**src/sv/twsc_pkg.sv**
```systemverilog
package twsc_pkg;

    localparam int MaxWindows = 128;
    localparam int IdxW       = $clog2(MaxWindows);
    localparam int CntW       = $clog2(MaxWindows + 1);
    localparam int KeyW       = 63;
    localparam int SizeW      = 32;
    localparam int OutW       = 2;

    localparam logic [SizeW-1:0] SizeReset = 32'd86400;
    localparam logic [19:0]      UsPerSec  = 20'd1000000;

    // seconds = ((ts >> PreShift) * SecRecip) >> (57 + RecipShift), exact for 63-bit ts
    localparam int                PreShift   = 6;
    localparam int                RecipShift = 14;
    localparam int                RecipW     = 58;
    localparam logic [RecipW-1:0] SecRecip   = 58'd151115727451828647;

    localparam logic [OutW-1:0] OutcomeHit     = 2'd0;
    localparam logic [OutW-1:0] OutcomeAdded   = 2'd1;
    localparam logic [OutW-1:0] OutcomeNearest = 2'd2;

endpackage

```
**src/sv/twsc_keygen.sv**
```systemverilog
module twsc_keygen
    import twsc_pkg::*;
(
    input  logic             i_clk,
    input  logic             i_rst_n,
    input  logic             i_start,
    input  logic [KeyW-1:0]  i_ts,
    input  logic [SizeW-1:0] i_size,
    output logic             o_done,
    output logic [KeyW-1:0]  o_key
);

    typedef enum logic [2:0] {
        S_IDLE, S_RECIP, S_DIV, S_MUL, S_DONE
    } t_state;

    t_state            r_state;
    logic [5:0]        r_cnt;
    logic [KeyW-1:0]   r_q;
    logic [KeyW-1:0]   r_rem;
    logic [SizeW-1:0]  r_div;
    logic [KeyW-1:0]   r_sec;
    logic [KeyW-1:0]   r_acc;
    logic [KeyW-1:0]   r_mcand;
    logic [19:0]       r_mplier;
    logic [RecipW:0]   r_hm;

    logic [KeyW:0]     w_trial;
    logic [KeyW-1:0]   w_shift;
    logic [RecipW:0]   w_hsum;

    always_comb begin
        w_shift = {r_rem[KeyW-2:0], r_q[KeyW-1]};
        w_trial = {1'b0, w_shift} - {{(KeyW+1-SizeW){1'b0}}, r_div};
        w_hsum  = r_hm + {1'b0, (r_q[0] ? SecRecip : {RecipW{1'b0}})};
    end

    assign o_done = (r_state == S_DONE);
    assign o_key  = r_acc;

    always_ff @(posedge i_clk) begin
        if (!i_rst_n) begin
            r_state <= S_IDLE;
        end else begin
            case (r_state)
                S_IDLE: begin
                    if (i_start) begin
                        r_q     <= i_ts >> PreShift;
                        r_hm    <= '0;
                        r_cnt   <= 6'd56;
                        r_state <= S_RECIP;
                    end
                end
                S_RECIP: begin
                    r_hm  <= w_hsum >> 1;
                    r_q   <= r_q >> 1;
                    r_cnt <= r_cnt - 6'd1;
                    if (r_cnt == 6'd0) begin
                        r_q     <= KeyW'(w_hsum[RecipW:RecipShift+1]);
                        r_sec   <= KeyW'(w_hsum[RecipW:RecipShift+1]);
                        r_rem   <= '0;
                        r_div   <= (i_size == '0) ? 32'd1 : i_size;
                        r_cnt   <= 6'd62;
                        r_state <= S_DIV;
                    end
                end
                S_DIV: begin
                    if (w_trial[KeyW]) begin
                        r_rem <= w_shift;
                        r_q   <= {r_q[KeyW-2:0], 1'b0};
                    end else begin
                        r_rem <= w_trial[KeyW-1:0];
                        r_q   <= {r_q[KeyW-2:0], 1'b1};
                    end
                    r_cnt <= r_cnt - 6'd1;
                    if (r_cnt == 6'd0) begin
                        r_mcand  <= r_sec - (w_trial[KeyW] ? w_shift
                                                           : w_trial[KeyW-1:0]);
                        r_mplier <= UsPerSec;
                        r_acc    <= '0;
                        r_state  <= S_MUL;
                    end
                end
                S_MUL: begin
                    if (r_mplier[0]) begin
                        r_acc <= r_acc + r_mcand;
                    end
                    r_mcand  <= {r_mcand[KeyW-2:0], 1'b0};
                    r_mplier <= {1'b0, r_mplier[19:1]};
                    if (r_mplier == 20'd0) begin
                        r_state <= S_DONE;
                    end
                end
                S_DONE: begin
                    r_state <= S_IDLE;
                end
                default: r_state <= S_IDLE;
            endcase
        end
    end

endmodule

```
**config.mk**
```make
export PLATFORM = sky130hd
export DESIGN_NAME = twsc_keygen
export DESIGN_NICKNAME = d
export VERILOG_FILES = /design/src/sv/twsc_pkg.sv /design/src/sv/twsc_keygen.sv
export SDC_FILE = /design/constraint.sdc
export NUM_CORES = 1
export LEC_CHECK = 0
export BUFFER_PORTS_ARGS = -buffer_cell sky130_fd_sc_hd__buf_4
export CORE_AREA = 2 2 227 229
export CTS_BUF_LIST = sky130_fd_sc_hd__clkbuf_8 sky130_fd_sc_hd__clkbuf_16
export DETAILED_ROUTE_END_ITERATION = 6
export DIE_AREA = 0 0 229 231
export PLACE_DENSITY = 0.71
export SLEW_MARGIN = 20
export SYNTH_ARGS = -nofsm -noshare
export SYNTH_HDL_FRONTEND = slang
export SYNTH_SLANG_ARGS = --single-unit
```
**constraint.sdc**
```tcl
create_clock -name i_clk -period 17.25 [get_ports i_clk]
set_input_delay 0.8625 -clock i_clk [delete_from_list [all_inputs] [get_ports i_clk]]
set_output_delay 0.8625 -clock i_clk [all_outputs]
set_load 0.02 [all_outputs]
```
==> flow_summary.yaml <==
status:
  run_status: "finished clean"
timing:
  skew_ns: 0.0251
  setup_slack_ns: 8.98
  min_period_over_period_pct: 47.9
  grt_setup_unrepaired: "false"
  fin_crit_ns: 8.27
  setup_viol: 0
  whs_ns: 0.452
  worst_slew_pin_slew_ns: 1.03
  timing.fmax_ghz: 0.121
  slew_headroom_pct: 30.6
  drv_slew: 0
  hold_violations: 0
  setup_tns_ns: 0
worst_setup_path:
  worst_setup_path_startpoint: "r_rem[50]$_SDFFCE_PN0P_"
  critPathLaunchType: "flip-flop"
  setup.worst_path.end_class: "flip-flop"
  crit_type: "reg2reg"
  cp.required_ns: 17.59
  r2r_slack_ns: 8.98
  arrival_ns: 8.61
  r2r_start: "r_rem[50]$_SDFFCE_PN0P_"
  critPathMaxFanout: 25
power:
  powerDensity_nw_per_um2: 75.5
  p_leak_nw: 11.8
  finalPower_mw: 2.31
  vdd_drop_max_v: 0.0000865
synth:
  ys_seq_area_share_pct: 45.3
  synth_edf_count: 411
  synth.distinct_cells: 101
  syn_nets: 3034
  synth_area_leaders: "edfxtp_1 45%, ha_1 6.8%, nor2_1 4.3%"
  ys_warn_count: 0
  syn_area_per_cell_um2: 9.83
  synth_cells: 2784
  yosysTopAreaCell: "edfxtp_1"
  synth-seq-cells: 414
  async_flop_share_pct: 0
  synth_top_area_share_pct: 45.1
  synth_ff_type: "edfxtp_1"
  syn_area_um2: 27400
floorplan:
  die_area_um2: 52900
  chipHeight_um: 231
  io_pins: 162
  start_util_pct: 54.0
  core_um2: 50700
  num_rows: 83
  die_w_um: 229
placed_design:
  dp.cells: 3511
  dpl.hpwl_um: 51100
  dp_slack_ns: 9.07
  io_buffers: 155
  place_congestion: 0.924
cells_and_area:
  nNetsFinal: 3130
  drive_gt1_share_pct: 11.1
  final_cell_mix: "411 x edfxtp_1, 308 x nor2_1, 211 x nand2_1, 185 x a21oi_1, 177 x buf_4"
  antenna_cells: 0
  layout_commonest_cell: "edfxtp_1"
  area_growth_pct: 11.9
  finalNonFillerCells: 3596
cts:
  cts_tree: "done"
  clkSinkCount: 414
  clkLatencyLatePin_ns: 0.60
  htreeDepth: 2
  postCtsSetupRepairBufs: 0
  cts_buffers: 46
  path_clk_slew_ns: 0.06
  ctsHoldBuffers: 0
  cts_resized: 0
  root_buffer: "clkbuf_16"
  ctsLongestPathBuffers: 3
detailed_routing:
  ant_nets: 0
  first_pass_iters: 5
  drt-total-wl_um: 69000
  drtIter0Drc: 1908
  vias: 21900
  drc: 0
  wl_per_cell_um: 19.2
  vias_per_cell: 6.09
worst_hold_path:
  worstHoldStart: "i_size[7]"
  hp-class: "in2reg"
global_routing:
  grt_max_degree: 78
  grt_usage_pct: 25.6
  antenna_found_initial: 1
  grt_overflow: 0
  grt_pass1_vias: 20900
  grt_pass1_wl_um: 110000
flow_run:
  maxCapViolations: 0
## report_power, final
group | leakage [nW] | switching [mW] | internal, mW
Combinational | 7.24 | 0.110 | 0.0715
Sequential | 3.83 | 0.0155 | 1.14
Clock | 0.746 | 0.419 | 0.560
Total | 11.8 | 0.545 | 1.77
## routing by layer
layer	vias to the layer above	wire length, um	track usage (%)
met5	-	16	0
met4	2	1620	7.91
met3	92	4610	3.27
met2	765	31300	40.8
met1	10500	31500	36.6
li1	10600	-	-
## logic make-up after synthesis
group                      share of synthesized area, %
AOI/OAI and AO/OA                                  18.3
xor gates and xnor gates                           7.08
adders and majority gates                          7.87
buffers and inverters                              3.73
DFF                                                45.3
muxes                                             0.640
and+or+nand+nor                                    17.1
## Yosys cell counts (14+ instances only)
cell type  number
inv_1         133
a22oi_1        15
nor3_1         49
or2_2          18
a222oi_1       23
edfxtp_1      411
nor2b_1        26
ha_1          148
nand2b_1       22
o21ai_0       158
nand2_1       212
xor2_1        114
o21bai_1       24
nand3_1        47
and2_1         69
a21o_1         80
a211oi_1       20
xnor2_1       103
and3_1         34
a221o_1        18
o21a_1         14
nor4_1         37
nand4_1        35
or3_1          30
maj3_1         19
a21oi_1       185
a31oi_1        45
nor2_1        311
o31ai_1        17
clkbuf_1      111
## stage by stage
stage,area (um2),utilization [%]
3_5_place_dp,29100,57.5
5_1_grt,30600,60.5
4_1_cts,30600,60.4
6_report,30600,60.5
3_3_place_gp,29100,57.5
2_1_floorplan,27400,-
## sequential cells by signal (all words and copies together), names as in the netlist
| name | cells |
|---|---|
| r_rem | 62 |
| r_mcand | 63 |
| r_mplier | 20 |
| r_state | 3 |
| r_q | 63 |
| r_hm | 58 |
| r_sec | 44 |
| o_key | 63 |
| r_div | 32 |
| r_cnt | 6 |
## final timing paths
check	endpoint	depth (start not counted)
max	r_mcand[51]$_DFFE_PP_	26
min	r_div[7]$_SDFFCE_PN0P_	1
min reg2reg	r_mplier[16]$_SDFFCE_PN1P_	1
max reg2reg	r_mcand[51]$_DFFE_PP_	26
## critical path: stages, from the launching register on
cell,delay (ns)
edfxtp_1,0.45
or4_4,0.60
nor4b_4,0.32
nand4b_1,0.25
or4_1,0.78
nor3_4,0.23
buf_4,0.34
nor2_1,0.09
a21oi_1,0.24
ha_1,0.31
a21oi_1,0.19
a21boi_0,0.23
o41a_1,0.41
o41ai_1,0.49
buf_4,0.25
o2111ai_1,0.14
a211oi_1,0.26
a211o_1,0.18
a2111o_1,0.21
a211oi_2,0.10
o311ai_1,0.53
o21ai_2,0.21
a21bo_4,0.29
a211oi_4,0.39
or2_4,0.23
mux2i_1,0.19
nand2_1,0.06
## area by class of cell
class | count | area, um2
flip-flops and latches | 414 | 12400
repair buffers | 178 | 1350
multi-input cells | 2105 | 14000
clock buffers | 51 | 1230
inverters | 135 | 509
fillers | 4301 | 20000
clock inverters | 33 | 265
well taps | 680 | 851
(Power assumes the default switching activity.)
